**src/rtl/core/m3sfq_pkg.sv**
```systemverilog
// Package for the median-of-three sensor fault qualifier.
// Holds field widths, reset values, register index codes and the fault status struct.
// No dependencies.
package m3sfq_pkg;

   localparam int SAMPLE_BITS      = 12;
   localparam int IDX_BITS         = 2;
   localparam int CNT_BITS         = 8;
   localparam int SENSOR_COUNT_DEF = 3;
   localparam int CSR_IDX_BITS     = 1;
   localparam int REQ_FIELD_BITS   = 3 * SAMPLE_BITS;
   localparam int REQ_TDATA_BITS   = ((REQ_FIELD_BITS + 7) / 8) * 8;
   localparam int RSP_FIELD_BITS   = SAMPLE_BITS + 4;
   localparam int RSP_TDATA_BITS   = ((RSP_FIELD_BITS + 7) / 8) * 8;

   localparam logic [SAMPLE_BITS-1:0] ADC_MAX_RESET   = SAMPLE_BITS'(1023);
   localparam logic [CNT_BITS-1:0]    THRESHOLD_RESET = CNT_BITS'(50);

   typedef enum logic [CSR_IDX_BITS-1:0] {
      CSR_ADC_MAX         = 1'b0,
      CSR_FAULT_THRESHOLD = 1'b1
   } csr_index_type;

   typedef struct packed {
      logic active;
      logic raised;
      logic any;
   } fault_status_type;

endpackage

```
**src/rtl/core/m3sfq_median.sv**
```systemverilog
// Median of three samples and range check against the converter maximum.
// Combinational; uses m3sfq_pkg.
module m3sfq_median (
   input  logic [m3sfq_pkg::SAMPLE_BITS-1:0] sample_a,
   input  logic [m3sfq_pkg::SAMPLE_BITS-1:0] sample_b,
   input  logic [m3sfq_pkg::SAMPLE_BITS-1:0] sample_c,
   input  logic [m3sfq_pkg::SAMPLE_BITS-1:0] adc_max,
   output logic [m3sfq_pkg::SAMPLE_BITS-1:0] median,
   output logic                              invalid
);
   import m3sfq_pkg::*;

   always_comb begin
      if (sample_a > sample_b) begin
         if (sample_b > sample_c) begin
            median = sample_b;
         end else begin
            median = (sample_a > sample_c) ? sample_c : sample_a;
         end
      end else if (sample_a > sample_c) begin
         median = sample_a;
      end else begin
         median = (sample_b > sample_c) ? sample_c : sample_b;
      end
   end

   assign invalid = (median == '0) || (median >= adc_max);

endmodule

```
**src/rtl/core/m3sfq_fault_track.sv**
```systemverilog
// Per-sensor invalid counters and fault flags with the post-update status.
// Uses m3sfq_pkg.
module m3sfq_fault_track #(
   parameter int SENSOR_COUNT = m3sfq_pkg::SENSOR_COUNT_DEF
) (
   input  logic                                clock,
   input  logic                                reset,
   input  logic                                update,
   input  logic [m3sfq_pkg::IDX_BITS-1:0]      sensor_index,
   input  logic                                bad,
   input  logic [m3sfq_pkg::CNT_BITS-1:0]      threshold,
   output m3sfq_pkg::fault_status_type         status
);
   import m3sfq_pkg::*;

   logic [CNT_BITS-1:0] count_ff [SENSOR_COUNT];
   logic [CNT_BITS-1:0] count_in [SENSOR_COUNT];
   logic                flag_ff  [SENSOR_COUNT];
   logic                flag_in  [SENSOR_COUNT];
   logic [CNT_BITS-1:0] count_inc [SENSOR_COUNT];
   logic                hit      [SENSOR_COUNT];
   logic                reached  [SENSOR_COUNT];

   always_comb begin
      status = '0;
      for (int k = 0; k < SENSOR_COUNT; k++) begin
         hit[k]       = (int'(sensor_index) == k);
         count_inc[k] = (count_ff[k] < threshold) ? count_ff[k] + CNT_BITS'(1) : count_ff[k];
         reached[k]   = (count_inc[k] >= threshold);
         if (hit[k]) begin
            count_in[k] = bad ? count_inc[k] : '0;
            flag_in[k]  = bad && (flag_ff[k] || reached[k]);
         end else begin
            count_in[k] = count_ff[k];
            flag_in[k]  = flag_ff[k];
         end
         status.active = status.active | (hit[k] & flag_in[k]);
         status.raised = status.raised | (hit[k] & bad & reached[k] & ~flag_ff[k]);
         status.any    = status.any | flag_in[k];
      end
   end

   always_ff @(posedge clock) begin
      for (int k = 0; k < SENSOR_COUNT; k++) begin
         if (reset) begin
            count_ff[k] <= '0;
            flag_ff[k]  <= 1'b0;
         end else if (update) begin
            count_ff[k] <= count_in[k];
            flag_ff[k]  <= flag_in[k];
         end
      end
   end

endmodule

```
**src/rtl/core/median3_sensor_fault_qualifier_core.sv**
```systemverilog
// Top level of the median-of-three sensor fault qualifier.
// Uses m3sfq_pkg, m3sfq_median and m3sfq_fault_track.
//
// Usage:
//   req_*  input stream. tuser carries the sensor index, tdata the three
//          samples. One item per burst of three converter samples.
//   rsp_*  result stream, exactly one item per input item, in order. tuser
//          echoes the sensor index; tdata holds median and status flags.
//   csr_*  register writes: index 0 sets the converter maximum, index 1 the
//          fault threshold. Write only while no item is in flight.
// Path: an accepted req is captured in the input register, then in the result
//   register, which drives rsp_tvalid; median, range check and counter
//   update sit between the two registers.
// Throughput: one item per cycle while rsp is taken; the result register and
//   the input register run as a two-entry pipeline.
// Reset clears counters and fault flags, loads the converter maximum 1023
//   and threshold 50, and empties both registers.
// When the receiver stalls, the result holds; one more item is taken into
//   the input register, then req_tready drops until rsp is taken.
module median3_sensor_fault_qualifier_core #(
   parameter int SENSOR_COUNT = m3sfq_pkg::SENSOR_COUNT_DEF
) (
   input  logic                                    clock,
   input  logic                                    reset,
   input  logic                                    req_tvalid,
   output logic                                    req_tready,
   // sample_first, sample_second, sample_third, zero pad
   input  logic [m3sfq_pkg::REQ_TDATA_BITS-1:0]    req_tdata,
   // sensor_index
   input  logic [m3sfq_pkg::IDX_BITS-1:0]          req_tuser,
   output logic                                    rsp_tvalid,
   input  logic                                    rsp_tready,
   // median_value, median_invalid, fault_active, fault_raised, any_fault
   output logic [m3sfq_pkg::RSP_TDATA_BITS-1:0]    rsp_tdata,
   // sensor_out
   output logic [m3sfq_pkg::IDX_BITS-1:0]          rsp_tuser,
   input  logic                                    csr_valid,
   output logic                                    csr_ready,
   input  logic [m3sfq_pkg::CSR_IDX_BITS-1:0]      csr_index,
   input  logic [m3sfq_pkg::SAMPLE_BITS-1:0]       csr_data
);
   import m3sfq_pkg::*;

   logic [SAMPLE_BITS-1:0]    adc_max_ff, adc_max_in;
   logic [CNT_BITS-1:0]       threshold_ff, threshold_in;

   logic                      in_valid_ff, in_valid_in;
   logic [IDX_BITS-1:0]       in_idx_ff, in_idx_in;
   logic [REQ_FIELD_BITS-1:0] in_samples_ff, in_samples_in;

   logic                      out_valid_ff, out_valid_in;
   logic [IDX_BITS-1:0]       out_idx_ff, out_idx_in;
   logic [RSP_TDATA_BITS-1:0] out_data_ff, out_data_in;

   logic                      advance;
   logic                      update;
   logic [SAMPLE_BITS-1:0]    median;
   logic                      invalid;
   fault_status_type          status;

   assign csr_ready = 1'b1;

   always_comb begin
      adc_max_in   = adc_max_ff;
      threshold_in = threshold_ff;
      if (csr_valid) begin
         case (csr_index_type'(csr_index))
            CSR_ADC_MAX:         adc_max_in   = csr_data;
            CSR_FAULT_THRESHOLD: threshold_in = csr_data[CNT_BITS-1:0];
            default:             adc_max_in   = adc_max_ff;
         endcase
      end
   end

   assign advance    = !out_valid_ff || rsp_tready;
   assign req_tready = !in_valid_ff || advance;
   assign update     = in_valid_ff && advance;

   m3sfq_median u_median (
      .sample_a (in_samples_ff[SAMPLE_BITS-1:0]),
      .sample_b (in_samples_ff[2*SAMPLE_BITS-1:SAMPLE_BITS]),
      .sample_c (in_samples_ff[3*SAMPLE_BITS-1:2*SAMPLE_BITS]),
      .adc_max  (adc_max_ff),
      .median   (median),
      .invalid  (invalid)
   );

   m3sfq_fault_track #(
      .SENSOR_COUNT (SENSOR_COUNT)
   ) u_fault_track (
      .clock        (clock),
      .reset        (reset),
      .update       (update),
      .sensor_index (in_idx_ff),
      .bad          (invalid),
      .threshold    (threshold_ff),
      .status       (status)
   );

   always_comb begin
      in_valid_in   = req_tready ? req_tvalid : in_valid_ff;
      in_idx_in     = in_idx_ff;
      in_samples_in = in_samples_ff;
      if (req_tvalid && req_tready) begin
         in_idx_in     = req_tuser;
         in_samples_in = req_tdata[REQ_FIELD_BITS-1:0];
      end
      out_valid_in = advance ? in_valid_ff : out_valid_ff;
      out_idx_in   = out_idx_ff;
      out_data_in  = out_data_ff;
      if (update) begin
         out_idx_in  = in_idx_ff;
         out_data_in = RSP_TDATA_BITS'({status.any, status.raised, status.active,
                                        invalid, median});
      end
   end

   always_ff @(posedge clock) begin
      if (reset) begin
         adc_max_ff   <= ADC_MAX_RESET;
         threshold_ff <= THRESHOLD_RESET;
         in_valid_ff  <= 1'b0;
         out_valid_ff <= 1'b0;
      end else begin
         adc_max_ff   <= adc_max_in;
         threshold_ff <= threshold_in;
         in_valid_ff  <= in_valid_in;
         out_valid_ff <= out_valid_in;
      end
      in_idx_ff     <= in_idx_in;
      in_samples_ff <= in_samples_in;
      out_idx_ff    <= out_idx_in;
      out_data_ff   <= out_data_in;
   end

   assign rsp_tvalid = out_valid_ff;
   assign rsp_tdata  = out_data_ff;
   assign rsp_tuser  = out_idx_ff;

   a_in_hold: assert property (@(posedge clock) disable iff (reset)
      (in_valid_ff && !advance) |=> (in_valid_ff && $stable(in_samples_ff)
                                     && $stable(in_idx_ff)))
      else $error("input register lost or changed a stalled item");

   a_raise_needs_bad: assert property (@(posedge clock) disable iff (reset)
      (update && status.raised) |-> (invalid && status.active && status.any))
      else $error("fault raised without an invalid median");

   a_ready_only_on_stall: assert property (@(posedge clock) disable iff (reset)
      !req_tready |-> (out_valid_ff && !rsp_tready && in_valid_ff))
      else $error("input stalled while the result side was free");

endmodule
```
**config.mk**
```make
export PLATFORM = sky130hd
export DESIGN_NAME = median3_sensor_fault_qualifier_core
export DESIGN_NICKNAME = d
export VERILOG_FILES = /design/src/rtl/core/m3sfq_pkg.sv /design/src/rtl/core/m3sfq_median.sv /design/src/rtl/core/m3sfq_fault_track.sv /design/src/rtl/core/median3_sensor_fault_qualifier_core.sv
export SDC_FILE = /design/constraint.sdc
export NUM_CORES = 1
export LEC_CHECK = 0
export BUFFER_PORTS_ARGS = -buffer_cell sky130_fd_sc_hd__buf_4
export CORE_UTILIZATION = 50
export CTS_BUF_LIST = sky130_fd_sc_hd__clkbuf_16
export DETAILED_ROUTE_END_ITERATION = 7
export GPL_TIMING_DRIVEN = 1
export PLACE_DENSITY = 0.74
export SETUP_SLACK_MARGIN = 0.02
export SYNTH_ARGS = -nofsm -noshare
export SYNTH_HDL_FRONTEND = slang
export SYNTH_SLANG_ARGS = --single-unit
```
**constraint.sdc**
```tcl
create_clock -name clock -period 6.4 [get_ports clock]
set_input_delay 0 -clock clock [delete_from_list [all_inputs] [get_ports clock]]
set_output_delay 0 -clock clock [all_outputs]
set_load 0.01 [all_outputs]
```
==> results by group, run 1 <==
Drt
  – TritonRoute pass-1 iters: 8
  – Drt total wl: 13,800 microns
  – DR vias/cell: 5.36
  – Starting DRC count in detailed routing: 209
  – Vias: 4,720
  – Drt drc: 0
  – Final antenna-violating net count: 0
  – WL/cell: ~16 microns

Synth
  – Post-Synth Simple-Gate Area: 12.8%
  – Most frequent cells after synthesis: ha_1 (96), edfxtp_1 (83), inv_1 (59), a21o_1 (46), nand2_1 (31)
  – Yosys synthesis warning count: 0
  – Sequential element share of the synthesized area: ~45%
  – Multiplexer share of the synthesized area: less than 1%
  – Post-synth top area cell: edfxtp_1
  – Predominant post-synthesis flop cell: edfxtp_1
  – Largest family of logic cells by synthesized area: adder cells
  – Synth top area cells: edfxtp_1 (39%), ha_1 (19%), dfxtp_1 (6.8%), a21o_1 (5.3%), inv_1 (3.4%)
  – Top cell type's share of synthesized area: 38.6%
  – Most frequent cell after synthesis: ha_1
  – Adder-cell area share of the yosys netlist: 18.6%
  – Synthesized area per cell: 11.3 sq um
  – Mapped Area: 6460 sq um
  – Syn_nets: 729
  – EDFF count, synth: 83
  – Synth Register Bits: 105
  – Xor and xnor area share after synthesis: 2.85%
  – Synth async-reset ratio: 0%
  – Mapped Cells: between 500 and 600
  – Compound-cell area share of the yosys netlist: approximately 15%
  – Cell variety after synth: 50

Floorplanning
  – Die Height: 116 microns
  – Core area: 12,600 sq um
  – Starting Density: 51.2%
  – DIE AREA: 13,400 sq um
  – Row cnt: slightly above 40
  – Die X: 116 microns
  – IO Pins: 81

Critical path
  – Crit path launch type: flip-flop
  – Req. time, crit path: around 6500 ps
  – Critical R2R Launch: in_samples_ff[25]$_DFFE_PP_
  – Worst R2R Path Depth: 22
  – Critical Path Fanout Max: 12
  – Worst setup EP type: flip-flop
  – Crit path kind: reg -> reg
  – Worst EP arrival: 5530 ps
  – Capturing point of the worst reg2reg path: rsp_tdata[15]$_DFFE_PP_
  – R2R Setup Slk: 960 ps

Job
  – MaxCap Viol Count: 0

Pwr
  – Power per Cell Area: 222 nW/um^2
  – Leak: 3.72 nW
  – Max VDD drop: 0.000210 V
  – Total power: 1.78 mW

Placed design
  – HPWL Detailed: just over 10,000 microns
  – Dpl cells: a little over 800
  – DP Area: a little over 7000 sq um
  – Port bufs: 75
  – GPL Wtd Cong: 0.895

Global route
  – Largest net degree at the start of global routing: 39
  – First-pass GRT wire length: 23,300 microns
  – Total global-route track usage: a little under a quarter
  – GRT Residual Overflow: 0
  – Vias in the first global route: 4,940
  – Initial antenna violation count: 0

STA
  – Min cycle time layout: approximately 5400 ps
  – Fin Setup TNS: 0 ps
  – Final worst-path cycle share: ~85%
  – Final setup violation count: 0
  – Final hold vios: 0
  – Max-slew headroom: 42.6%
  – Clk_skew: 7.36 ps
  – Fmax: 0.184 GHz
  – Worst slew pin tran: 860 ps
  – Hold WS: about 100 ps
  – Max Slew Vio Count: 0
  – Unrepaired setup endpoints after global routing: no

Cells and area
  – Layout cells sized above 1: 16.1%
  – Reg area: between 2000 and 3000 sq um
  – Area growth syn-to-layout: 24.0%
  – Nets: 859
  – Multi-input gate area: 3230 sq um
  – Finished Layout Cells: 880
  – Inserted Diodes: 0
  – Design area: 8010 sq um
  – Fillers: roughly 1,000

Clocking
  – Reg clk slew, reported paths: roughly 70 ps
  – Clk sinks: roughly 110
  – CTS Root Cell: clkbuf_16
  – Cts bufs inserted: 9
  – Post-CTS setup buffers: 0
  – Clk_lat worst skew: 350 ps
  – Htree depth: 3
  – Clock Path Buffers: 2
  – CTS tree: done

Hold path
  – Worst min-delay path category: in -> reg
  – HP Start: csr_valid
  – Hold endpoint: threshold_ff[7]$_SDFFE_PP0P_
  – Worst Hold Depth: 4

Outcome
  – Status: finished clean
where the power goes:
group / internal [mW] / switching [mW] / leakage, nW / total [mW]
clock network: 0.300 / 0.246 / 0.144 / 0.546
logic: 0.200 / 0.212 / 2.58 / 0.413
registers: 0.791 / 0.0279 / 1.00 / 0.818
total: 1.29 / 0.487 / 3.72 / 1.78
worst max path at each step:
stage                                           start                 endpoint  depth (start not counted)
after detailed placement  in_samples_ff[25]$_DFFE_PP_  rsp_tdata[15]$_DFFE_PP_                         22
after global placement     in_samples_ff[1]$_DFFE_PP_  rsp_tdata[15]$_DFFE_PP_                         21
after CTS                 in_samples_ff[25]$_DFFE_PP_  rsp_tdata[15]$_DFFE_PP_                         22
final                     in_samples_ff[25]$_DFFE_PP_  rsp_tdata[15]$_DFFE_PP_                         22
after floorplan            in_samples_ff[9]$_DFFE_PP_  rsp_tdata[15]$_DFFE_PP_                         22
after global routing      in_samples_ff[11]$_DFFE_PP_  rsp_tdata[15]$_DFFE_PP_                         21
cell usage in the layout (no fill, tap or decap), types with 22 or more instances in the layout:
cell type	netlist	final
nor2_1	25	25
dfxtp_1	22	22
dlygate4sd3_1	0	53
nand2_1	31	31
a21o_1	46	46
edfxtp_1	83	83
buf_4	5	79
inv_1	59	60
a21oi_1	28	28
nor2b_1	29	29
ha_1	96	96
flip-flops by register name (all words and copies together), names as in the netlist:
| register | cells |
|---|---|
| in_samples_ff | 36 |
| u_fault_track.count_ff | 24 |
| rsp_tdata | 16 |
| adc_max_ff | 12 |
| threshold_ff | 8 |
| u_fault_track.flag_ff | 3 |
| in_idx_ff | 2 |
| rsp_tuser | 2 |
| in_valid_ff | 1 |
| rsp_tvalid | 1 |
per-stage QoR:
| stage | worst slack, ps | util [%] |
|---|---|---|
| 2_1_floorplan | 1580 | - |
| 3_3_place_gp | 1000 | 57.0 |
| 3_5_place_dp | 993 | 57.0 |
| 4_1_cts | 960 | 63.5 |
| 5_1_grt | 713 | 63.5 |
| 6_report | 963 | 63.5 |
layout make-up:
class / count / area share, %
clock inverter: 7 / 0.781
inverter: 59 / 2.76
multi-input combinational: 396 / 40.3
tap: 172 / 2.69
timing repair buffer: 132 / 14.0
sequential: 105 / 36.6
clock buffer: 9 / 2.81
critical path, cell delays in order (launching register included):
cell and delay, ps:
edfxtp_1 370, inv_1 120, ha_1 250, nor2b_1 140, o211ai_1 210, a211oi_1 120
o31a_4 380, nand2_1 80, o21ai_2 150, a222oi_1 550, inv_1 110, ha_1 280
nand2b_1 140, a21o_1 170, a21o_1 170, a21o_1 170, a21o_1 180, a21o_1 180
a2111oi_0 390, o21ai_0 210, a31oi_4 290, a21oi_1 120, or3_1 400
cells by family after synthesis:
logic type                 count (synthesis)
xor gates and xnor gates                  21
AOI/OAI and AO/OA                        126
other                                      1
buffers and inverters                     72
adders and majority gates                 96
muxes                                      4
DFF                                      105
and+or+nand+nor                          148
per-layer routing:
layer,share of wire [%],GRT usage (%),routed length [microns]
met1,43,26.6,5880
met2,52,41.7,7140
met3,3.3,4.24,452
met4,2.3,7.78,312
met5,0,0,0
repair_timing:
item                      4_1_cts  5_1_grt
resized for setup               0        0
hold endpoints to repair       60        0
hold buffers                   53        0
(Power assumes the default switching activity.)
==> run 2, diff against run 1 <==
--- a/config.mk
+++ b/config.mk
@@ -10,7 +10,7 @@
 export CTS_BUF_LIST = sky130_fd_sc_hd__clkbuf_16
 export DETAILED_ROUTE_END_ITERATION = 7
 export GPL_TIMING_DRIVEN = 1
-export PLACE_DENSITY = 0.74
+export PLACE_DENSITY = 0.77
 export SETUP_SLACK_MARGIN = 0.02
 export SYNTH_ARGS = -nofsm -noshare
 export SYNTH_HDL_FRONTEND = slang
==> constraint.sdc (replaced) <==
create_clock -name clock -period 4.9 [get_ports clock]
set_input_delay 0 -clock clock [delete_from_list [all_inputs] [get_ports clock]]
set_output_delay 0 -clock clock [all_outputs]
set_load 0.01 [all_outputs]
==> results by group, run 2 (synthesis results as in run 1) <==
Placed design
  – HPWL Detailed: 11,000 microns (+9.4%)
  – GPL Wtd Cong: 0.894 (about the same)
  – Place WS: -266 ps (-1260 ps)
  – Port bufs: 75 (unchanged)
  – DP Area: 7400 sq um (+2.9%)

Floorplanning
  – DIE AREA: 13,400 sq um (unchanged)
  – Die X: 116 microns (unchanged)
  – IO Pins: 81 (unchanged)
  – Core area: 12,600 sq um (unchanged)
  – Row cnt: 41 (unchanged)
  – Die Height: 116 microns (unchanged)
  – Starting Density: 51.2% (unchanged)

Critical path
  – Crit path launch type: flip-flop
  – Critical Path Fanout Max: 6 (-6)
  – Req. time, crit path: 5000 ps (-1490 ps)
  – Worst setup EP type: flip-flop
  – Crit path kind: reg -> reg
  – Worst EP arrival: 5050 ps (-480 ps)

Pwr
  – Power per Cell Area: 289 nW/um^2 (+30%)
  – Max VDD drop: 0.000279 V (+33%)
  – Leak: 3.92 nW (+5.4%)
  – Clock Power Share: 28.0% (-2.7 points)
  – Total net switching power: 677 uW (+39%)
  – Sw frac: 27.8% (+0.44 points)
  – Internal Power: 1.76 mW (+36%)
  – Comb pwr share: 28.0% (+4.8 points)
  – Sequential share of power: 44.0% (-2.0 points)

Cells and area
  – Inserted Diodes: 0 (unchanged)
  – Fillers: 962 (-4.2%)
  – Layout cells sized above 1: 22.6% (+6.5 points)
  – Top reg by flops: in_samples_ff
  – Finished Core Util: 66.7% (+3.2 points)
  – Area growth syn-to-layout: 30.3%
  – Design area: 8420 sq um (+5.1%)
  – Nets: 895 (+4.2%)
  – Commonest non-fill, non-tap cell in the layout: buf_4
  – Max FFs per register: 36 (unchanged)
  – Reg area: 2930 sq um (unchanged)
  – Most frequent cells in the layout: buf_4 (111), ha_1 (92), edfxtp_1 (83), inv_1 (58), dlygate4sd3_1 (53)
  – Multi-input gate area: 3390 sq um (+4.9%)

Drt
  – TritonRoute pass-1 iters: 5 (-3)
  – WL/cell: 17.0 microns (+8.3%)
  – Final antenna-violating net count: 0 (unchanged)
  – Drt drc: 0 (unchanged)
  – DR vias/cell: 5.44 (+1.4%)
  – Vias: 4,980 (+5.5%)
  – Starting DRC count in detailed routing: 326 (+56%)
  – Drt total wl: 15,500 microns (+13%)

STA
  – Worst slew pin tran: 859 ps (-1.28 ps)
  – Worst setup margin: -58.9 ps (-1020 ps)
  – Final hold vios: 0 (unchanged)
  – Unrepaired setup endpoints after global routing: yes
  – Fmax: 0.202 GHz (+9.6%)
  – Max Slew Vio Count: 0 (unchanged)
  – Final setup violation count: 1 (+1)
  – Max-slew headroom: 42.5% (-0.063 points)
  – Clk_skew: 6.56 ps (-0.805 ps)
  – Hold WS: 10.3 ps (-90.0 ps)
  – Min cycle time layout: 4960 ps (-478 ps)
  – Final worst-path cycle share: 101% (+16 points)

Clocking
  – Cts bufs inserted: 9 (unchanged)
  – CTS Root Cell: clkbuf_16
  – Htree depth: 3 (unchanged)
  – Reg clk slew, reported paths: 70 ps (about the same)
  – Clk_lat worst skew: 350 ps (about the same)
  – Clk sinks: 105 (unchanged)
  – Clock Path Buffers: 2 (unchanged)
  – CTS tree: done

Global route
  – Total global-route track usage: 23.9% (+1.2 points)
  – Initial antenna violation count: 0 (unchanged)
  – First-pass GRT wire length: 24,200 microns (+3.9%)
  – Largest net degree at the start of global routing: 39 (unchanged)
  – Vias in the first global route: 5,070 (+2.6%)
  – GRT Residual Overflow: 0 (unchanged)

Hold path
  – Worst min-delay path category: in -> reg

Outcome
  – Status: finished, violations left
  – Failing checks: setup timing

Job
  – MaxCap Viol Count: 0 (unchanged)
## run 2: power by group through the flow
stage | registers [mW] | clock network [mW] | logic (mW)
after CTS | 1.07 | 0.691 | 0.636
after global placement | 1.08 | 0 | 0.554
after global routing | 1.08 | 0.725 | 0.746
after detailed placement | 1.09 | 0 | 0.579
final | 1.07 | 0.680 | 0.681
after floorplan | 1.08 | 0 | 0.350
## run 2: layout make-up
| type | count | area share, % |
|---|---|---|
| Clock buffer | 10 | 2.97 |
| Clock inverter | 6 | 0.297 |
| Timing Repair Buffer | 166 | 16.5 |
| Tap cell | 172 | 2.56 |
| Inverter | 59 | 2.63 |
| Sequential cell | 105 | 34.8 |
| Multi-Input combinational cell | 398 | 40.3 |
## run 2: critical path, cell delays in order (launching register included)
cell and delay [ps]:
edfxtp_1 380, inv_2 110, ha_1 250, nor2b_1 130
o211ai_1 270, a211oi_2 140, o31a_1 280, nand2_1 110
mux2i_4 70, a222oi_1 430, inv_1 90, ha_1 300
nand2b_4 140, a21o_1 150, a21o_1 150, a21o_1 150
a21o_1 160, a21o_1 180, a2111oi_4 350, o21ai_2 120
a31oi_4 260, a21oi_2 100, or3_1 380
## run 2: metrics by stage
stage / setup TNS, ps / std cells / total power, mW
after global routing: -5980 / 916 / 2.55
final: -58.9 / 916 / 2.43
after floorplan: 0 / 573 / 1.43
after detailed placement: -5850 / 839 / 1.67
after global placement: -1140 / 839 / 1.64
after CTS: 0 / 909 / 2.40
## run 2: final timing paths
path / from / to / slack, ps / depth (start not counted)
setup / recovery: in_samples_ff[25]$_DFFE_PP_ / rsp_tdata[15]$_DFFE_PP_ / -60 / 22
hold / removal: reset / adc_max_ff[10]$_SDFFE_PP0P_ / 10 / 2
setup reg to reg: in_samples_ff[25]$_DFFE_PP_ / rsp_tdata[15]$_DFFE_PP_ / -60 / 22
hold reg to reg: threshold_ff[7]$_SDFFE_PP0P_ / threshold_ff[7]$_SDFFE_PP0P_ / 460 / 2
## run 2: what timing repair did
item                                   in CTS  in global routing
setup endpoints to repair                  31                 31
hold buffers                               53                  0
gates resized for setup                    10                 20
pin swaps                                   7                 28
endpoints found under the hold margin      60                  0
setup buffers                               1                  6
gates cloned                                0                  2
## run 2: per-layer routing
| layer | wire, microns | track usage, % |
|---|---|---|
| met2 | 8380 | 44.8 |
| met5 | 0 | 0 |
| met1 | 6240 | 26.2 |
| met3 | 576 | 5.44 |
| met4 | 348 | 9.23 |
==> run 3, diff against run 2 <==
--- a/config.mk
+++ b/config.mk
@@ -6,11 +6,13 @@
 export NUM_CORES = 1
 export LEC_CHECK = 0
 export BUFFER_PORTS_ARGS = -buffer_cell sky130_fd_sc_hd__buf_4
+export CAP_MARGIN = 25
 export CORE_UTILIZATION = 50
 export CTS_BUF_LIST = sky130_fd_sc_hd__clkbuf_16
 export DETAILED_ROUTE_END_ITERATION = 7
 export GPL_TIMING_DRIVEN = 1
 export PLACE_DENSITY = 0.77
+export REMOVE_ABC_BUFFERS = 1
 export SETUP_SLACK_MARGIN = 0.02
 export SYNTH_ARGS = -nofsm -noshare
 export SYNTH_HDL_FRONTEND = slang
==> results by group, run 3 (synthesis results as in run 1) <==
Cells and area
  – Max FFs per register: 36 (unchanged)
  – Finished Core Util: 67.5% (+0.74 points)
  – Layout cells sized above 1: 23.7% (+1.2 points)
  – Area growth syn-to-layout: 31.8%
  – Inserted Diodes: 0 (unchanged)
  – Top reg by flops: in_samples_ff
  – Design area: 8510 sq um (+1.1%)
  – Commonest non-fill, non-tap cell in the layout: buf_4
  – Nets: 909 (+1.6%)
  – Most frequent cells in the layout: buf_4 (124), ha_1 (94), edfxtp_1 (83), inv_1 (57), dlygate4sd3_1 (53)

Critical path
  – Max incr delay on CP: 520 ps (+90 ps)
  – Most used cell, CP: a21o_1
  – Crit path kind: reg -> reg
  – Worst setup EP type: flip-flop
  – Worst-path cell chain: buf_4 -> inv_2 -> ha_1 -> nor2b_4 -> o211ai_1 -> a21o_2 -> a31oi_4 -> buf_4 -> nand2_1 -> o21ai_2 -> buf_4 -> a222oi_1 -> ha_1 -> a21o_1 -> a21o_1 -> a21o_1 -> a21o_1 -> a21o_1 -> a2111oi_4 -> o21ai_2 -> a31oi_4 -> a21oi_2 -> or3_1
  – Req. time, crit path: 5010 ps (about the same)
  – Delay-heaviest family, CP: compound AO/OA/AOI/OAI gates
  – Slowest CP cell: a222oi_1
  – Worst EP arrival: 5190 ps (+140 ps)
  – Buffers and inverters on the worst path: 4 (+2)
  – Crit path launch type: flip-flop
  – Critical Path Fanout Max: 6 (unchanged)

Floorplanning
  – Core area: 12,600 sq um (unchanged)
  – DIE AREA: 13,400 sq um (unchanged)
  – Starting Density: 51.2% (unchanged)
  – Die X: 116 microns (unchanged)
  – Row cnt: 41 (unchanged)
  – IO Pins: 81 (unchanged)
  – Die Height: 116 microns (unchanged)

Drt
  – Drt total wl: 15,600 microns (+0.37%)
  – DR vias/cell: 5.43 (about the same)
  – TritonRoute pass-1 iters: 5 (unchanged)
  – Vias: 5,053 (+1.5%)
  – Starting DRC count in detailed routing: 285 (-13%)
  – Final antenna-violating net count: 0 (unchanged)
  – WL/cell: 16.8 microns (-1.1%)
  – Drt drc: 0 (unchanged)

Global route
  – Initial antenna violation count: 0 (unchanged)
  – Total global-route track usage: 24.6% (+0.65 points)
  – Largest net degree at the start of global routing: 39 (unchanged)
  – First-pass GRT wire length: 24,800 microns (+2.6%)
  – GRT Residual Overflow: 0 (unchanged)
  – Vias in the first global route: 5,224 (+3.0%)

Clocking
  – Clk sinks: 105 (unchanged)
  – CTS Root Cell: clkbuf_16
  – Clock Path Buffers: 2 (unchanged)
  – CTS tree: done
  – Clk_lat worst skew: 360 ps (about the same)
  – Htree depth: 3 (unchanged)
  – Cts bufs inserted: 9 (unchanged)
  – Reg clk slew, reported paths: 70 ps (about the same)

STA
  – Fmax: 0.197 GHz (-2.4%)
  – Unrepaired setup endpoints after global routing: yes
  – Min cycle time layout: 5080 ps (+121 ps)
  – Final worst-path cycle share: 104% (+2.5 points)
  – Max-slew headroom: 35.5% (-7.0 points)
  – Worst slew pin tran: 963 ps (+105 ps)
  – Final hold vios: 0 (unchanged)
  – Max Slew Vio Count: 0 (unchanged)
  – Hold WS: 9.66 ps (-0.666 ps)
  – Final setup violation count: 30 (+29)
  – Clk_skew: 7.01 ps (+0.453 ps)
  – Worst setup margin: -180 ps (-121 ps)

Placed design
  – Port bufs: 75 (unchanged)
  – GPL Wtd Cong: 0.883 (-1.3%)
  – HPWL Detailed: 10,900 microns (-1.2%)
  – DP Area: 7450 sq um (+0.61%)

Job
  – MaxCap Viol Count: 0 (unchanged)

Pwr
  – Leak: 4.00 nW (+1.8%)
  – Max VDD drop: 0.000201 V (-28%)
  – Power per Cell Area: 294 nW/um^2 (+1.9%)
  – Total power: 2.51 mW (+3.1%)

Outcome
  – Status: finished, violations left
  – Failing checks: setup timing

Hold path
  – Worst min-delay path category: in -> reg
==> run 3: changes by cell type in the layout (fill, tap and decap cells not counted), moves of 2 or more <==
cell / before / now
and2_4: 2 / 0
buf_4: 111 / 124
clkinv_2: 0 / 3
ha_1: 92 / 94
ha_4: 4 / 2
inv_2: 5 / 3
==> run 3: through the flow <==
| step | setup slack [ps] | std cells | TNS, ps |
|---|---|---|---|
| after floorplan | -102 | 560 | -102 |
| after global placement | -95.1 | 845 | -1700 |
| after detailed placement | -221 | 845 | -4300 |
| after CTS | 35.6 | 923 | 0 |
| after global routing | -386 | 930 | -9250 |
| final | -180 | 930 | -3160 |
==> run 3: final timing paths <==
kind	startpoint	endpoint	slack [ps]	cells after the start
max	in_samples_ff[13]$_DFFE_PP_	rsp_tdata[15]$_DFFE_PP_	-180	23
max reg2reg	in_samples_ff[13]$_DFFE_PP_	rsp_tdata[15]$_DFFE_PP_	-180	23
min	reset	adc_max_ff[10]$_SDFFE_PP0P_	10	2
min reg2reg	threshold_ff[2]$_SDFFE_PP0P_	threshold_ff[2]$_SDFFE_PP0P_	460	2
==> run 3: repair_timing <==
item | 4_1_cts | 5_1_grt
hold buffers | 53 | 0
hold endpoints to repair | 60 | 0
pin swaps | 24 | 10
cloned | 1 | 2
resized for setup | 15 | 9
buffers inserted | 8 | 5
endpoints found under the setup margin | 28 | 31
==> run 3: layout make-up <==
type / count / area [sq um]
fillers: 934 / 4110
multi-input cells: 399 / 3360
flip-flops and latches: 105 / 2930
repair buffers: 179 / 1480
clock buffers: 11 / 275
inverters: 59 / 221
well taps: 172 / 215
clock inverters: 5 / 25.0
==> run 3: per-layer routing <==
layer,track usage (%),vias to the layer above,wire length (microns)
li1,-,2471,-
met1,28.0,2410,6450
met2,44.6,125,8020
met3,4.45,47,565
met4,11.6,0,557
met5,0,-,0
==> run 3: where the power goes <==
part | switching, mW | total [mW] | internal [mW]
Sequential | 0.0362 | 1.07 | 1.03
Clock | 0.332 | 0.734 | 0.403
Combinational | 0.335 | 0.703 | 0.369
==> run 3: worst reg2reg max path, stage by stage (launching register included) <==
cell	delay, ps
edfxtp_1	440
buf_4	170
inv_2	60
ha_1	250
nor2b_4	130
o211ai_1	160
a21o_2	180
a31oi_4	100
buf_4	150
nand2_1	70
o21ai_2	80
buf_4	140
a222oi_1	520
ha_1	320
a21o_1	180
a21o_1	150
a21o_1	150
a21o_1	150
a21o_1	180
a2111oi_4	380
o21ai_2	130
a31oi_4	260
a21oi_2	100
or3_1	370
